### src/hdl/asa_pkg.sv
// ----------------------------------------------------------------------------
// asa_pkg
// Shared types, constants and codes of the aligned stack allocator.
// ----------------------------------------------------------------------------
package asa_pkg;

    // Sizing of the allocation record stack and of the address arithmetic
    localparam int RECORD_DEPTH = 64;
    localparam int ADDR_BITS    = 48;

    // Field widths of the transfer payloads and configuration registers
    localparam int FIELD_ADDR_W = 48;
    localparam int USED_W       = 33;
    localparam int REQ_W        = 31;
    localparam int ALIGN_W      = 4;
    localparam int STATUS_W     = 2;

    // Padding never exceeds 2^15 - 1, the largest alignment code
    localparam int PAD_W  = 16;
    // used + pad + request can exceed 2^33, so give the sum 35 bits
    localparam int NEED_W = 35;

    localparam int REC_IDX_W = (RECORD_DEPTH > 1) ? $clog2(RECORD_DEPTH) : 1;
    localparam int REC_CNT_W = $clog2(RECORD_DEPTH + 1);

    // Configuration port
    localparam int CFG_INDEX_W = 2;
    localparam int CFG_DATA_W  = 48;

    localparam logic [CFG_INDEX_W-1:0] CFG_BASE  = 2'd0;
    localparam logic [CFG_INDEX_W-1:0] CFG_CAP   = 2'd1;
    localparam logic [CFG_INDEX_W-1:0] CFG_ALIGN = 2'd2;

    localparam logic [USED_W-1:0]  CAP_RESET   = 33'd1024;
    localparam logic [ALIGN_W-1:0] ALIGN_RESET = 4'd3;

    // Request codes
    localparam logic OP_ALLOC = 1'b0;
    localparam logic OP_FREE  = 1'b1;

    // Result status codes
    localparam logic [STATUS_W-1:0] ST_OK         = 2'd0;
    localparam logic [STATUS_W-1:0] ST_NO_SPACE   = 2'd1;
    localparam logic [STATUS_W-1:0] ST_STACK_FULL = 2'd2;
    localparam logic [STATUS_W-1:0] ST_BAD_FREE   = 2'd3;

    typedef logic [ADDR_BITS-1:0] t_addr;

    typedef struct packed {
        logic                    op;
        logic [REQ_W-1:0]        request_bytes;
        logic [FIELD_ADDR_W-1:0] free_address;
    } t_in_item;

    typedef struct packed {
        logic [STATUS_W-1:0]     status;
        logic [FIELD_ADDR_W-1:0] granted_address;
        logic [USED_W-1:0]       bytes_in_use;
    } t_out_item;

    // One entry of the record stack
    typedef struct packed {
        logic [USED_W-1:0]       prior_used;
        logic [FIELD_ADDR_W-1:0] address;
    } t_record;

    typedef struct packed {
        logic                    op;
        logic [REQ_W-1:0]        request_bytes;
        logic [FIELD_ADDR_W-1:0] free_address;
        t_addr                   top;
        logic [USED_W-1:0]       used;
        logic [REC_CNT_W-1:0]    depth;
        logic [USED_W-1:0]       capacity;
        logic [ALIGN_W-1:0]      align_log2;
        t_record                 rec;
    } t_eval_in;

    typedef struct packed {
        logic [STATUS_W-1:0]     status;
        logic [FIELD_ADDR_W-1:0] granted_address;
        logic [USED_W-1:0]       used_next;
        logic                    push;
        logic                    pop;
    } t_eval_out;

endpackage

### src/hdl/asa_eval.sv
// ----------------------------------------------------------------------------
// asa_eval
// Decision logic for one request: padding, space check, stack checks.
// ----------------------------------------------------------------------------
module asa_eval (
    input  asa_pkg::t_eval_in  i_eval,
    output asa_pkg::t_eval_out o_eval
);
    import asa_pkg::*;

    logic [PAD_W-1:0]  pad_mask;
    logic [PAD_W-1:0]  pad;
    logic [NEED_W-1:0] need;
    t_addr             granted_a;
    logic              fits;
    logic              full;

    // Distance from the top up to the next aligned boundary
    assign pad_mask  = PAD_W'(((PAD_W+1)'(1) << i_eval.align_log2) - (PAD_W+1)'(1));
    assign pad       = (PAD_W'(0) - i_eval.top[PAD_W-1:0]) & pad_mask;
    assign need      = NEED_W'(i_eval.used) + NEED_W'(pad) + NEED_W'(i_eval.request_bytes);
    assign granted_a = i_eval.top + ADDR_BITS'(pad);
    assign fits      = (need <= NEED_W'(i_eval.capacity));
    assign full      = (i_eval.depth >= REC_CNT_W'(RECORD_DEPTH));

    always_comb begin
        o_eval.status          = ST_OK;
        o_eval.granted_address = '0;
        o_eval.used_next       = i_eval.used;
        o_eval.push            = 1'b0;
        o_eval.pop             = 1'b0;
        if (i_eval.op == OP_ALLOC) begin
            if (!fits) begin
                o_eval.status = ST_NO_SPACE;
            end else if (full) begin
                o_eval.status = ST_STACK_FULL;
            end else begin
                o_eval.granted_address = FIELD_ADDR_W'(granted_a);
                o_eval.used_next       = need[USED_W-1:0];
                o_eval.push            = 1'b1;
            end
        end else begin
            // Honor a free only for the newest record
            if (i_eval.depth == '0 || i_eval.rec.address != i_eval.free_address) begin
                o_eval.status = ST_BAD_FREE;
            end else begin
                o_eval.used_next = i_eval.rec.prior_used;
                o_eval.pop       = 1'b1;
            end
        end
    end

endmodule

### config.mk
export PLATFORM = sky130hd
export DESIGN_NAME = asa_eval
export DESIGN_NICKNAME = d
export VERILOG_FILES = /design/src/hdl/asa_pkg.sv /design/src/hdl/asa_eval.sv
export SDC_FILE = /design/constraint.sdc
export NUM_CORES = 1
export LEC_CHECK = 0
export ABC_AREA = 0
export BUFFER_PORTS_ARGS = -buffer_cell sky130_fd_sc_hd__buf_2
export CAP_MARGIN = 30
export CORE_AREA = 2 2 144 146
export DETAILED_ROUTE_END_ITERATION = 8
export DIE_AREA = 0 0 146 148
export GPL_ROUTABILITY_DRIVEN = 1
export MAX_ROUTING_LAYER = met4
export PLACE_DENSITY_LB_ADDON = 0.3
export SYNTH_ARGS = -nofsm -noshare
export SYNTH_HDL_FRONTEND = slang
export SYNTH_SLANG_ARGS = --single-unit
### constraint.sdc
create_clock -name vclk -period 9.7
set_input_delay 0.97 -clock vclk [all_inputs]
set_output_delay 0.97 -clock vclk [all_outputs]
set_load 0.005 [all_outputs]
# Word level (Yosys, flattened, before mapping)
# Index checks and enable logic that the tools add are counted.
[op_classes]
addsub = 5
multipliers = 0
div = 0
n_lt_le_gt_ge = 2
n_eq_ne = 1
shifts = 1
muxes = 12
bitwise = 1
reduce_logical = 2
[ops]
columns = ["cell", "n"]
rows = [
  ["$mux W82", 2],
  ["$mux W33", 2],
  ["$add A48 B16 Y48", 1],
  ["$mux W48", 1],
  ["$ne A48 B48 Y1", 1],
  ["$add A34 B31 Y35", 1],
  ["$le A35 B33 Y1", 1],
  ["$add A33 B16 Y34", 1],
  ["$and A16 B16 Y16", 1],
  ["$shl A1 B4 Y16 const A", 1],
  ["$sub A1 B16 Y16 const A", 1],
  ["$sub A16 B2 Y16 const B", 1],
  ["$mux W2", 4],
  ["$ge A7 B7 Y1 const B", 1],
  ["$logic_not A7 Y1", 1],
  ["$mux W1", 3],
  ["$logic_or A1 B1 Y1", 1],
]
[totals]
ff_bits = 0
latch_bits = 0
mem_bits_rw = 0
romBits = 0
input_bits = 286
out_inout_bits = 85
wordCells = 24
memories = 0

# Longest topological paths before layout
[depth]
word_depth = 8
depth_mapped = 33
depth_no_buf = 29

# Least setup slack after synthesis
# OpenSTA, ideal clock, no wires.
[synth_timing]
path_kind = "input-to-output"
start = "in i_eval[83] (netlist name)"
end = "out o_eval[9] (netlist name)"
t_arrival_ps = 7176
required_time_ps = 8730
path_slack_ps = 1554
stages = 31
n_path_buf = 4
path_cell_list = "or2_1 buf_4 or3_1 ha_1 buf_2 nand4bb_1 a21oi_1 or2_2 nand3_1 fa_1 inv_1 ha_1 and4_1 and3_1 o2111ai_1 a211oi_1 or3_1 a41o_1 xor2_1 ha_1 a211oi_1 o21ai_0 a211oi_1 o21ai_0 a32o_1 a211oi_1 buf_2 buf_2 mux2_2 nand2_1 o21ai_1"
[synth_rtl]
columns = ["element", "line", "source"]
rows = [
  ["from (decl)", "asa_eval.sv:6", "input asa_pkg::t_eval_in i_eval,"],
  ["to (decl)", "asa_eval.sv:7", "output asa_pkg::t_eval_out o_eval"],
]

==> flow_metrics.env <==
export IMPL_area_growth_pct=29.1
export IMPL_peakVddDrop_mv=0.0334
export IMPL_postSynthCellCount=1006
export IMPL_finalCritPeriodShare_pct=93.8
export IMPL_port_buffers=371
export IMPL_cp_slowest_cell="fa_1"
export IMPL_worst_slack_ns=0.602
export IMPL_routedWlPerCell_um=16.2
export IMPL_grt_ovfl_total=0
export IMPL_dieArea_um2=21600
export IMPL_synth_top_area_share_pct=15.9
export IMPL_die_x_um=146
export IMPL_outcome="completed"
export IMPL_leakage_uw=0.00461
export IMPL_die_h_um=148
export IMPL_p_per_area_nw_per_um2=76.8
export IMPL_max_slew_margin_pct=47.4
export IMPL_path_class="primary input to primary output"
export IMPL_track_usage_pct=23.6
export IMPL_start_kind="primary input"
export IMPL_hold_path_class="primary input to primary output"
export IMPL_flops_and_latches=0
export IMPL_dp_hpwl_um=22800
export IMPL_routabilityCongestion=0.942
export IMPL_syn_avg_cell_area_um2=7.05
export IMPL_preCtsSetupSlack_ns=0.556
export IMPL_antenna_found_initial=8
export IMPL_cp_max_fo=55
export IMPL_num_vias=8722
export IMPL_ys_types=81
export IMPL_tightest_slew_ns=0.778
export IMPL_yosysTopAreaCell="ha_1"
export IMPL_path_common_cell="a211oi_1"
export IMPL_setup_viol=0
export IMPL_end_kind="primary output"
export IMPL_drc=0
export IMPL_tns_ns=0
export IMPL_drive_gt1_share_pct=29.9
export IMPL_drv_slew=0
export IMPL_drt_pass1_iterations=6
export IMPL_seqCellArea_um2=0
export IMPL_post_route_min_period_ns=9.10
export IMPL_grt_pass1_vias=8438
export IMPL_nClkBuffers=0
export IMPL_timing_hold_ws_ns=2.23
export IMPL_wirelength_um=26200
export IMPL_critPathRequiredTime_ns=8.73
export IMPL_power_total_uw=703
export IMPL_rows=52
export IMPL_netlist_area_um2=7090
export IMPL_drt_iter0_markers=398
export IMPL_io_pins=371
export IMPL_initial_core_util_pct=35.4
export IMPL_max_freq_mhz=110
export IMPL_slowest_delay_ns=0.49
export IMPL_finish_utilization_pct=45.7
export IMPL_synth_area_leaders="ha_1, xnor2_1, xor2_1, a21oi_1, fa_1"
export IMPL_nNetsFinal=1735
export IMPL_grt_first_pass_wirelength_um=41400
export IMPL_cap_viol_max_count=0
export IMPL_ant_nets=0
export IMPL_grt_start_max_net_pins=56
export IMPL_ys_seq_area_share_pct=0
export IMPL_yosys_warnings=0
export IMPL_core_um2=20000
export IMPL_routed_via_density=5.39
export IMPL_hold_viol=0
export IMPL_cp_arrival_ns=8.13
-- worst max-delay path: cells and delay by family --
family / cells / cell delay [ns]
AOI/OAI and AO/OA: 11 / 2.65
xor gates and xnor gates: 1 / 0.26
adders and majority gates: 4 / 1.48
buffers and inverters: 4 / 0.75
and+or+nand+nor: 10 / 1.98
-- where the power goes --
group | total (µW) | internal, µW | switching (µW)
sequential | 0 | 0 | 0
clock | 0.000124 | 0.000124 | 0
combinational | 703 | 306 | 398
-- layout make-up --
| class | count | area [µm²] |
|---|---|---|
| Antenna cell | 9 | 22.5 |
| Fill cell | 2108 | 10900 |
| Inverter | 79 | 300 |
| Multi-Input combinational cell | 884 | 6600 |
| Tap cell | 270 | 338 |
| Timing Repair Buffer | 376 | 1900 |
-- synth_stat cells, types with 20 or more instances --
master and count:
xor2_1 50, nor2_1 63, nand2_1 68, xnor2_1 63
nand3_1 39, inv_1 78, a21oi_1 85, and3_1 25
mux2i_1 33, ha_1 90, nor2b_1 29, a21o_1 32
clkbuf_1 20, a211oi_1 30, nand4_1 33, o21ai_0 43
-- metrics by stage --
step / area [µm²] / cells
after floorplan: 7100 / 1007
after global placement: 9120 / 1609
after detailed placement: 9120 / 1609
after CTS: 9120 / 1609
after global routing: 9160 / 1617
final: 9160 / 1618
-- repair_timing --
| action | CTS | global route |
|---|---|---|
| setup buffers | 0 | 0 |
| setup endpoints to repair | 0 | 33 |
| hold buffers | 0 | 0 |
| resized for setup | 0 | 5 |
-- metal layers --
layer / up-vias / global-route usage, % / routed length [µm]
li1: 4369 / - / -
met1: 3980 / 29.6 / 11400
met2: 337 / 40.9 / 12400
met3: 36 / 3.21 / 1920
met4: 0 / 4.27 / 483
met5: - / - / 0
-- cells by family after synthesis --
| logic type | Yosys count | share of synthesized area [%] |
|---|---|---|
| buffers and inverters | 123 | 7.30 |
| AND/OR/NAND/NOR | 354 | 27.2 |
| AO/OA/AOI/OAI | 271 | 25.5 |
| XOR/XNOR | 113 | 14.0 |
| other | 1 | 0.0529 |
| multiplexers | 36 | 5.13 |
| adder cells (fa/ha/maj) | 108 | 21.0 |
-- layout by cell type (no fill, tap or decap), types with 39 or more instances in the layout --
cell type / count
o21ai_0: 43
nand2_1: 67
buf_2: 371
xnor2_1: 63
inv_1: 78
ha_1: 90
nor2_1: 63
nand3_1: 39
a21oi_1: 85
xor2_1: 50
-- final timing paths --
path / slack (ns) / cells past startpoint / from / end
max: 0.60 / 30 / i_eval[84] / o_eval[11]
min: 2.23 / 4 / i_eval[128] / o_eval[5]
Note: power is estimated with default switching activity, not from simulation.
