===== src/hdl/asa_ram.sv =====
// ----------------------------------------------------------------------------
// asa_ram
// Generic single-write, single-read RAM with a registered read port.
// ----------------------------------------------------------------------------
module asa_ram #(
    parameter int WIDTH = 8,
    parameter int DEPTH = 16
) (
    input  logic                                        i_clk,
    input  logic                                        i_wr_en,
    input  logic [((DEPTH > 1) ? $clog2(DEPTH) : 1)-1:0] i_wr_addr,
    input  logic [WIDTH-1:0]                            i_wr_data,
    input  logic [((DEPTH > 1) ? $clog2(DEPTH) : 1)-1:0] i_rd_addr,
    output logic [WIDTH-1:0]                            o_rd_data
);

    logic [WIDTH-1:0] r_mem [DEPTH];
    logic [WIDTH-1:0] r_rd_data;

    always_ff @(posedge i_clk) begin
        if (i_wr_en) begin
            r_mem[i_wr_addr] <= i_wr_data;
        end
        r_rd_data <= r_mem[i_rd_addr];
    end

    assign o_rd_data = r_rd_data;

endmodule


===== config.mk =====
export PLATFORM = sky130hd
export DESIGN_NAME = asa_ram
export DESIGN_NICKNAME = d
export VERILOG_FILES = /design/src/hdl/asa_ram.sv
export SDC_FILE = /design/constraint.sdc
export NUM_CORES = 1
export LEC_CHECK = 0
export ABC_CLOCK_PERIOD_IN_PS = 1700
export BUFFER_PORTS_ARGS = -buffer_cell sky130_fd_sc_hd__buf_4
export CAP_MARGIN = 30
export CORE_MARGIN = 2
export CORE_UTILIZATION = 58
export DETAILED_ROUTE_END_ITERATION = 10
export GPL_TIMING_DRIVEN = 0
export PLACE_DENSITY = 0.76
export SLEW_MARGIN = 15
export SYNTH_ARGS = -nofsm -noshare
export SYNTH_HDL_FRONTEND = slang
export SYNTH_SLANG_ARGS = --single-unit

===== constraint.sdc =====
create_clock -name i_clk -period 1.7 [get_ports i_clk]
set_input_delay 0 -clock i_clk [delete_from_list [all_inputs] [get_ports i_clk]]
set_output_delay 0 -clock i_clk [all_outputs]
set_load 0.01 [all_outputs]

# After elaboration in Yosys (flattened, before gate mapping)
# Memories as Yosys holds them, arrays and structs flattened. A register that Yosys moved wholly into a read port is not among the register bits.
# Cells that the tools add are included.
word_totals:
  memories: 1
  reg_bits: 0
  output_inout_bits: 8
  ramBits: 128
  inputBits: 18
  word_cells: 3
mem_list:
  columns: ["memory", "words", "word_bits", "read_ports", "rd_ports_with_merged_regs", "wr", "line", "text"]
  rows:
  - ["r_mem", 16, 8, 1, 1, 1, "17", "logic [WIDTH-1:0] r_mem [DEPTH];"]
op_classes:
  mux: 2
op_table:
  columns: ["op", "count"]
  rows:
  - ["$mux W1", 2]

# Logic depth before layout (Yosys ltp)
# Gate-level depths: netlist of the first run.
depth:
  word_depth: 2
  depth_mapped: 5
  ltp_nobuf: 3

# Worst setup path before layout of the first run
# OpenSTA, ideal clock, no wires.
synth_path:
  path_kind: "input to register"
  startpoint: "input port i_wr_addr[2] (netlist bit)"
  endpoint: "memory r_mem[0][0] (enable)"
  setup_time_ps: 383
  path_buffers: 0
  cell_stages: 2
  slack_ps: 207
  required_time_ps: 1317
  arrival_ps: 1110
  cell_sequence: "or3b_2 > nor3_1"
synth_lines:
  columns: ["item", "line", "text"]
  rows:
  - ["start: declaration", "11", "input logic [((DEPTH > 1) ? $clog2(DEPTH) : 1)-1:0] i_wr_addr,"]
  - ["end: declaration", "17", null]
# Straight into the memory's write port.

==> flow_summary.yaml, run 1 <==
outcome:
  status: "complete, no violations"
sta:
  hold_ws_ns: 0.0302
  slew_headroom_pct: 47.6
  setup_viol_count_final: 0
  hold_viol_final: 0
  rsz0062_at_grt: "no"
  finalMaxSlewViolations: 0
  post-route-min-period_ns: 1.44
  period_share_pct: 84.7
  finClkSkew_ns: 0.00613
  worstMarginPinSlew_ns: 0.780
  fmax_ghz: 0.695
global_route:
  grt_max_degree: 17
  grt_use_total_pct: 21.2
  grt_pass1_vias: 2468
  grt_overflow: 0
  grt_pass1_wl_mm: 14.2
  antenna_found_initial: 0
critical_path:
  critPathMaxStageDelay_ns: 0.56
  r2r_setup_slack_ns: 0.26
  crit_type: "reg2reg"
  r2r_cells: 3
  critPathRequiredTime_ns: 2.08
  timing.rr.end: "o_rd_data[0]"
  r2r_start: "r_mem[5][0]"
  crit_slowest_cell: "mux4_1"
  critPathCaptureType: "register"
  cp_cell_sequence: "mux4_1, a22oi_1, nand2_1"
  arrival_ns: 1.82
  critPathLaunchType: "register"
  cp_max_fo: 1
yosys:
  yosys_most_used_dff: "edfxtp_1"
  syn_avg_cell_area_sq_um: 22.5
  synth.area.top_cells: "edfxtp_1, mux4_2, mux4_1"
  yosysMostFrequentCell: "edfxtp_1"
  ys_seq_area_share_pct: 77.8
  ys_types: 19
  synth_nets: 247
  async_flop_share_pct: 0
  synth_top_area_cell: "edfxtp_1"
  netlist_instances: 229
  synth-warning-count: 0
  yosys_register_bits: 136
  synth_commonest_cells: "edfxtp_1, mux4_2, a22oi_1"
  syn_area_sq_um: 5150
  synth_top_cell_area_share_pct: 74.7
  synth_edf_count: 128
cells_and_area:
  drive_gt1_share_pct: 28.8
  syn_to_final_growth_pct: 19.9
  fill_cells: 542
  n_antenna_cell: 0
  fin_util_pct: 71.1
  num-nets-final: 307
  final_cell_area_sq_um: 6170
placement:
  gp_congestion: 0.727
  place_hpwl_mm: 6.01
  dpl_cell_area_sq_um: 5490
  io_buffers: 24
hold_path:
  min_to: "o_rd_data[1]"
  hold_path.startpoint: "i_rd_addr[2]"
  hold_depth: 4
  hold_class: "in2reg"
detailed_routing:
  dr.pass1.iters: 5
  num_vias: 2510
  ant_nets: 0
  drc: 0
  wl_per_cell_um: 23.4
  vias_per_cell: 6.12
  drt_iter0_markers: 266
  wirelength_mm: 9.59
flow_run:
  maxCapViolations: 0
power:
  p_per_area_nw_per_um2: 1210
  ir_drop_mv: 0.677
  p_leak_uw: 0.00211
floorplan:
  ioPinCount: 26
  die_y_um: 98.2
  start_util_pct: 59.3
  placementRows: 34
  coreArea_sq_um: 8680
  die_w_um: 98.2
  die-area_sq_um: 9640
cts:
  cts.htree.levels: 4
  clk_path_buf_depth: 2
  cts_tree: "done"
  clock_latency_ns: 0.51
  cts_root_buf: "clkbuf_8"
  post_cts.repair.setup_buffers: 0
  clkSinkCount: 136
  cts.clk_slew.worst_paths_ns: 0.06
  cts_buffers: 17
[layer usage]
| metal | share of wire, % | GRT usage (%) | routed length (um) |
|---|---|---|---|
| met5 | 0 | 0 | 0 |
| met4 | 0.64 | 6.64 | 61 |
| met3 | 8.1 | 7.87 | 772 |
| met2 | 49 | 32.1 | 4700 |
| met1 | 42 | 29.4 | 4050 |
[worst max path at each step]
stage	start	to	depth (start not counted)
final	r_mem[5][0]	o_rd_data[0]	3
after floorplan	i_wr_addr[2]	r_mem[0][0]	2
after CTS	r_mem[5][0]	o_rd_data[0]	3
after global placement	i_wr_addr[2]	r_mem[0][3]	3
after global routing	i_wr_addr[1]	r_mem[4][2]	4
after detailed placement	i_wr_addr[2]	r_mem[0][3]	4
[critical path, delay by kind of cell (launching register included)]
kind | cells | cell delay [ns]
flip-flops | 1 | 0.36
AND/OR/NAND/NOR | 1 | 0.13
multiplexers | 1 | 0.56
AO/OA/AOI/OAI | 1 | 0.26
[where the power goes]
part           internal [uW]  switching (uW)
Combinational            192             215
Sequential              3750            19.6
Clock                   2070            1240
Total                   6020            1470
[registers in the layout (all words and copies together) (netlist names)]
register   flops
r_mem        128
o_rd_data      8
[cells in the final DEF (no fill, tap or decap), types with 6 or more instances in the layout]
master and count:
clkinv_2 6, dlygate4sd3_1 13, a22oi_1 16, mux4_1 14
dfxtp_1 8, buf_4 28, clkbuf_16 16, mux4_2 18
nor2_1 13, nand2_1 9, edfxtp_1 128
[area by class of cell]
| class | count | area, sq um | share of cell area [%] |
|---|---|---|---|
| Buffer | 10 | 86.3 | 1.40 |
| Clock buffer | 23 | 477 | 7.72 |
| Clock inverter | 9 | 75.1 | 1.22 |
| Multi-Input combinational cell | 83 | 1060 | 17.1 |
| Sequential cell | 136 | 4000 | 64.9 |
| Tap cell | 108 | 135 | 2.19 |
| Timing Repair Buffer | 41 | 338 | 5.47 |
[per-stage QoR]
| step | std cells | setup slack [ns] | total power (uW) | TNS (ns) |
|---|---|---|---|---|
| final | 410 | 0.260 | 7490 | 0 |
| after global routing | 410 | 0.203 | 7710 | 0 |
| after CTS | 409 | 0.257 | 7530 | 0 |
| after detailed placement | 365 | -0.0738 | 4220 | -0.368 |
| after global placement | 361 | -0.319 | 4200 | -2.95 |
| after floorplan | 229 | 0.207 | 4040 | 0 |
[kinds of logic (layout without fill, tap and decap cells)]
| family | Yosys count | after routing | share of synthesized area (%) |
|---|---|---|---|
| and+or+nand+nor | 35 | 35 | 3.18 |
| muxes | 32 | 32 | 15.0 |
| AOI/OAI and AO/OA | 16 | 16 | 2.33 |
| buffers and inverters | 10 | 83 | 1.68 |
| DFF | 136 | 136 | 77.8 |
[timing repair]
| action | 4_1_cts | 5_1_grt |
|---|---|---|
| gates resized for setup | 0 | 0 |
| hold buffers | 12 | 1 |
| hold endpoints to repair | 143 | 1 |
Note: power is estimated with default switching activity, not from simulation.
==> run 2, diff against run 1 <==
ABC_CLOCK_PERIOD_IN_PS = 1200   (was 1700)
CORE_UTILIZATION = 54   (was 58)
PLACE_DENSITY = 0.74   (was 0.76)
clock period = 1.2 ns   (was 1.7 ns; I/O delays follow)
==> run 2 against run 1 <==
Net effect:
- the flow now finishes with violations (hold timing, setup timing)
- utilization fell by 3.6 points
- fmax rose by 10%
- clock-buffer cell count fell by 4
- sequential share of layout area fell by 0.70 points
- via count fell by 1.4%
- final cell count rose by 4.4%
- global-route usage rose by 0.18 points
- largest power group unchanged
- highest routed layer unchanged
==> flow_summary.yaml, run 2 (synthesis results as in run 1) <==
sta:
  setup_slack_ns: -0.105
  hold_viol_final: 16
  hold_ws_ns: -0.0683
  post-route-min-period_ns: 1.30
  slew_headroom_pct: 46.5
  period_share_pct: 109
  rsz0062_at_grt: "yes"
  setup_viol_count_final: 8
  finClkSkew_ns: 0.00481
  finalMaxSlewViolations: 0
  fmax_ghz: 0.766
  worstMarginPinSlew_ns: 0.800
cts:
  cts_root_buf: "clkbuf_8"
  cts-hold-fix-buffers: 11
  cts.htree.levels: 4
  cts_buffers: 17
  post_cts.repair.setup_buffers: 0
  clock_latency_ns: 0.52
  clk_path_buf_depth: 2
  clkSinkCount: 136
  cts.clk_slew.worst_paths_ns: 0.06
  cts_tree: "done"
cells_and_area:
  multi_input_area_sq_um: 1090
  n_antenna_cell: 0
  num-nets-final: 304
  top_register: "r_mem"
  most-common-layout-cells: "edfxtp_1, mux4_2, buf_4"
  largest_reg_flops: 128
  syn_to_final_growth_pct: 21.2
  final_common_cell: "edfxtp_1"
  fin_util_pct: 67.5
  fill_cells: 583
  instances_no_fill: 428
  seqCellArea_sq_um: 4000
  drive_gt1_share_pct: 37.8
detailed_routing:
  wl_per_cell_um: 23.5
  drt_iter0_markers: 328
  dr.pass1.iters: 4
  num_vias: 2475
  wirelength_mm: 10.0
  vias_per_cell: 5.78
  ant_nets: 0
  drc: 0
outcome:
  violations: "hold timing, setup timing"
  status: "finished, violations left"
critical_path:
  critPathMaxStageDelay_ns: 0.50
  crit_slowest_cell: "mux4_2"
  critPathRequiredTime_ns: 1.60
  cp_max_fo: 1
  cp_cell_sequence: "mux4_2, a22oi_2, nand2_1"
  critPathLaunchType: "register"
  crit_type: "reg2reg"
  arrival_ns: 1.70
  critPathCaptureType: "register"
flow_run:
  maxCapViolations: 0
global_route:
  grt_pass1_wl_mm: 14.8
  grt_pass1_vias: 2450
  grt_overflow: 0
  grt_max_degree: 17
  antenna_found_initial: 0
  grt_use_total_pct: 21.4
floorplan:
  die_y_um: 102
  die_w_um: 102
  placementRows: 35
  coreArea_sq_um: 9240
  die-area_sq_um: 10300
  start_util_pct: 55.7
  ioPinCount: 26
power:
  power_uw: 11100
  p_leak_uw: 0.00207
  p_per_area_nw_per_um2: 1780
  ir_drop_mv: 1.16
hold_path:
  hold_class: "in2reg"
placement:
  post-place-ws_ns: -0.517
  place_hpwl_mm: 6.10
  placed_cells_incl_taps: 385
  gp_congestion: 0.675
  io_buffers: 24
-- run 2: changes by cell type in the layout (fill, tap and decap cells not counted), sizes merged --
| cell | delta |
|---|---|
| bufinv | +2 |
| clkbuf | -4 |
| buf | -1 |
| dlygate4sd3 | -2 |
| clkinvlp | +2 |
-- run 2: metal layers --
metal	up-vias	global-route usage (%)	share of wire (%)
li1	1076	-	-
met2	110	32.5	48
met5	-	0	0
met4	0	9.88	2.8
met3	20	4.49	7.2
met1	1269	30.2	42
-- run 2: report_power, final --
| part | internal [uW] | switching, uW |
|---|---|---|
| Combinational | 284 | 327 |
| Clock | 3250 | 1880 |
| Sequential | 5310 | 29.1 |
| Total | 8850 | 2240 |
-- run 2: final timing paths --
kind / depth (start not counted) / from / slack, ns / endpoint
setup / recovery: 3 / r_mem[4][7] / -0.10 / o_rd_data[7]
hold / removal: 2 / i_wr_addr[1] / -0.07 / r_mem[0][7]
setup reg to reg: 3 / r_mem[4][7] / -0.10 / o_rd_data[7]
hold reg to reg: 3 / r_mem[8][3] / 0.69 / o_rd_data[3]
-- run 2: metrics by stage --
step | cell area [sq um] | setup TNS (ns)
after floorplan | 5150 | -1.98
after global placement | 5490 | -36.79
after detailed placement | 5510 | -31.71
after CTS | 6220 | -0.643
after global routing | 6240 | -0.803
final | 6240 | -0.574
-- run 2: cell type report --
class | count | area share [%]
clock buffer | 19 | 7.08
multi-input combinational | 83 | 17.4
clock inverter | 13 | 2.45
tap | 129 | 2.59
timing repair buffer | 38 | 4.89
sequential | 136 | 64.2
buffer | 10 | 1.38
-- run 2: critical path, delay by kind of cell, from the launching register on --
kind,cells,cell delay (ns)
AO/OA/AOI/OAI,1,0.23
AND/OR/NAND/NOR,1,0.09
multiplexers,1,0.50
flip-flops,1,0.36
-- run 2: timing repair --
action | in CTS | in global routing
resized for setup | 17 | 8
endpoints found under the setup margin | 8 | 16
hold endpoints to repair | 146 | 15
pin swaps | 8 | 2
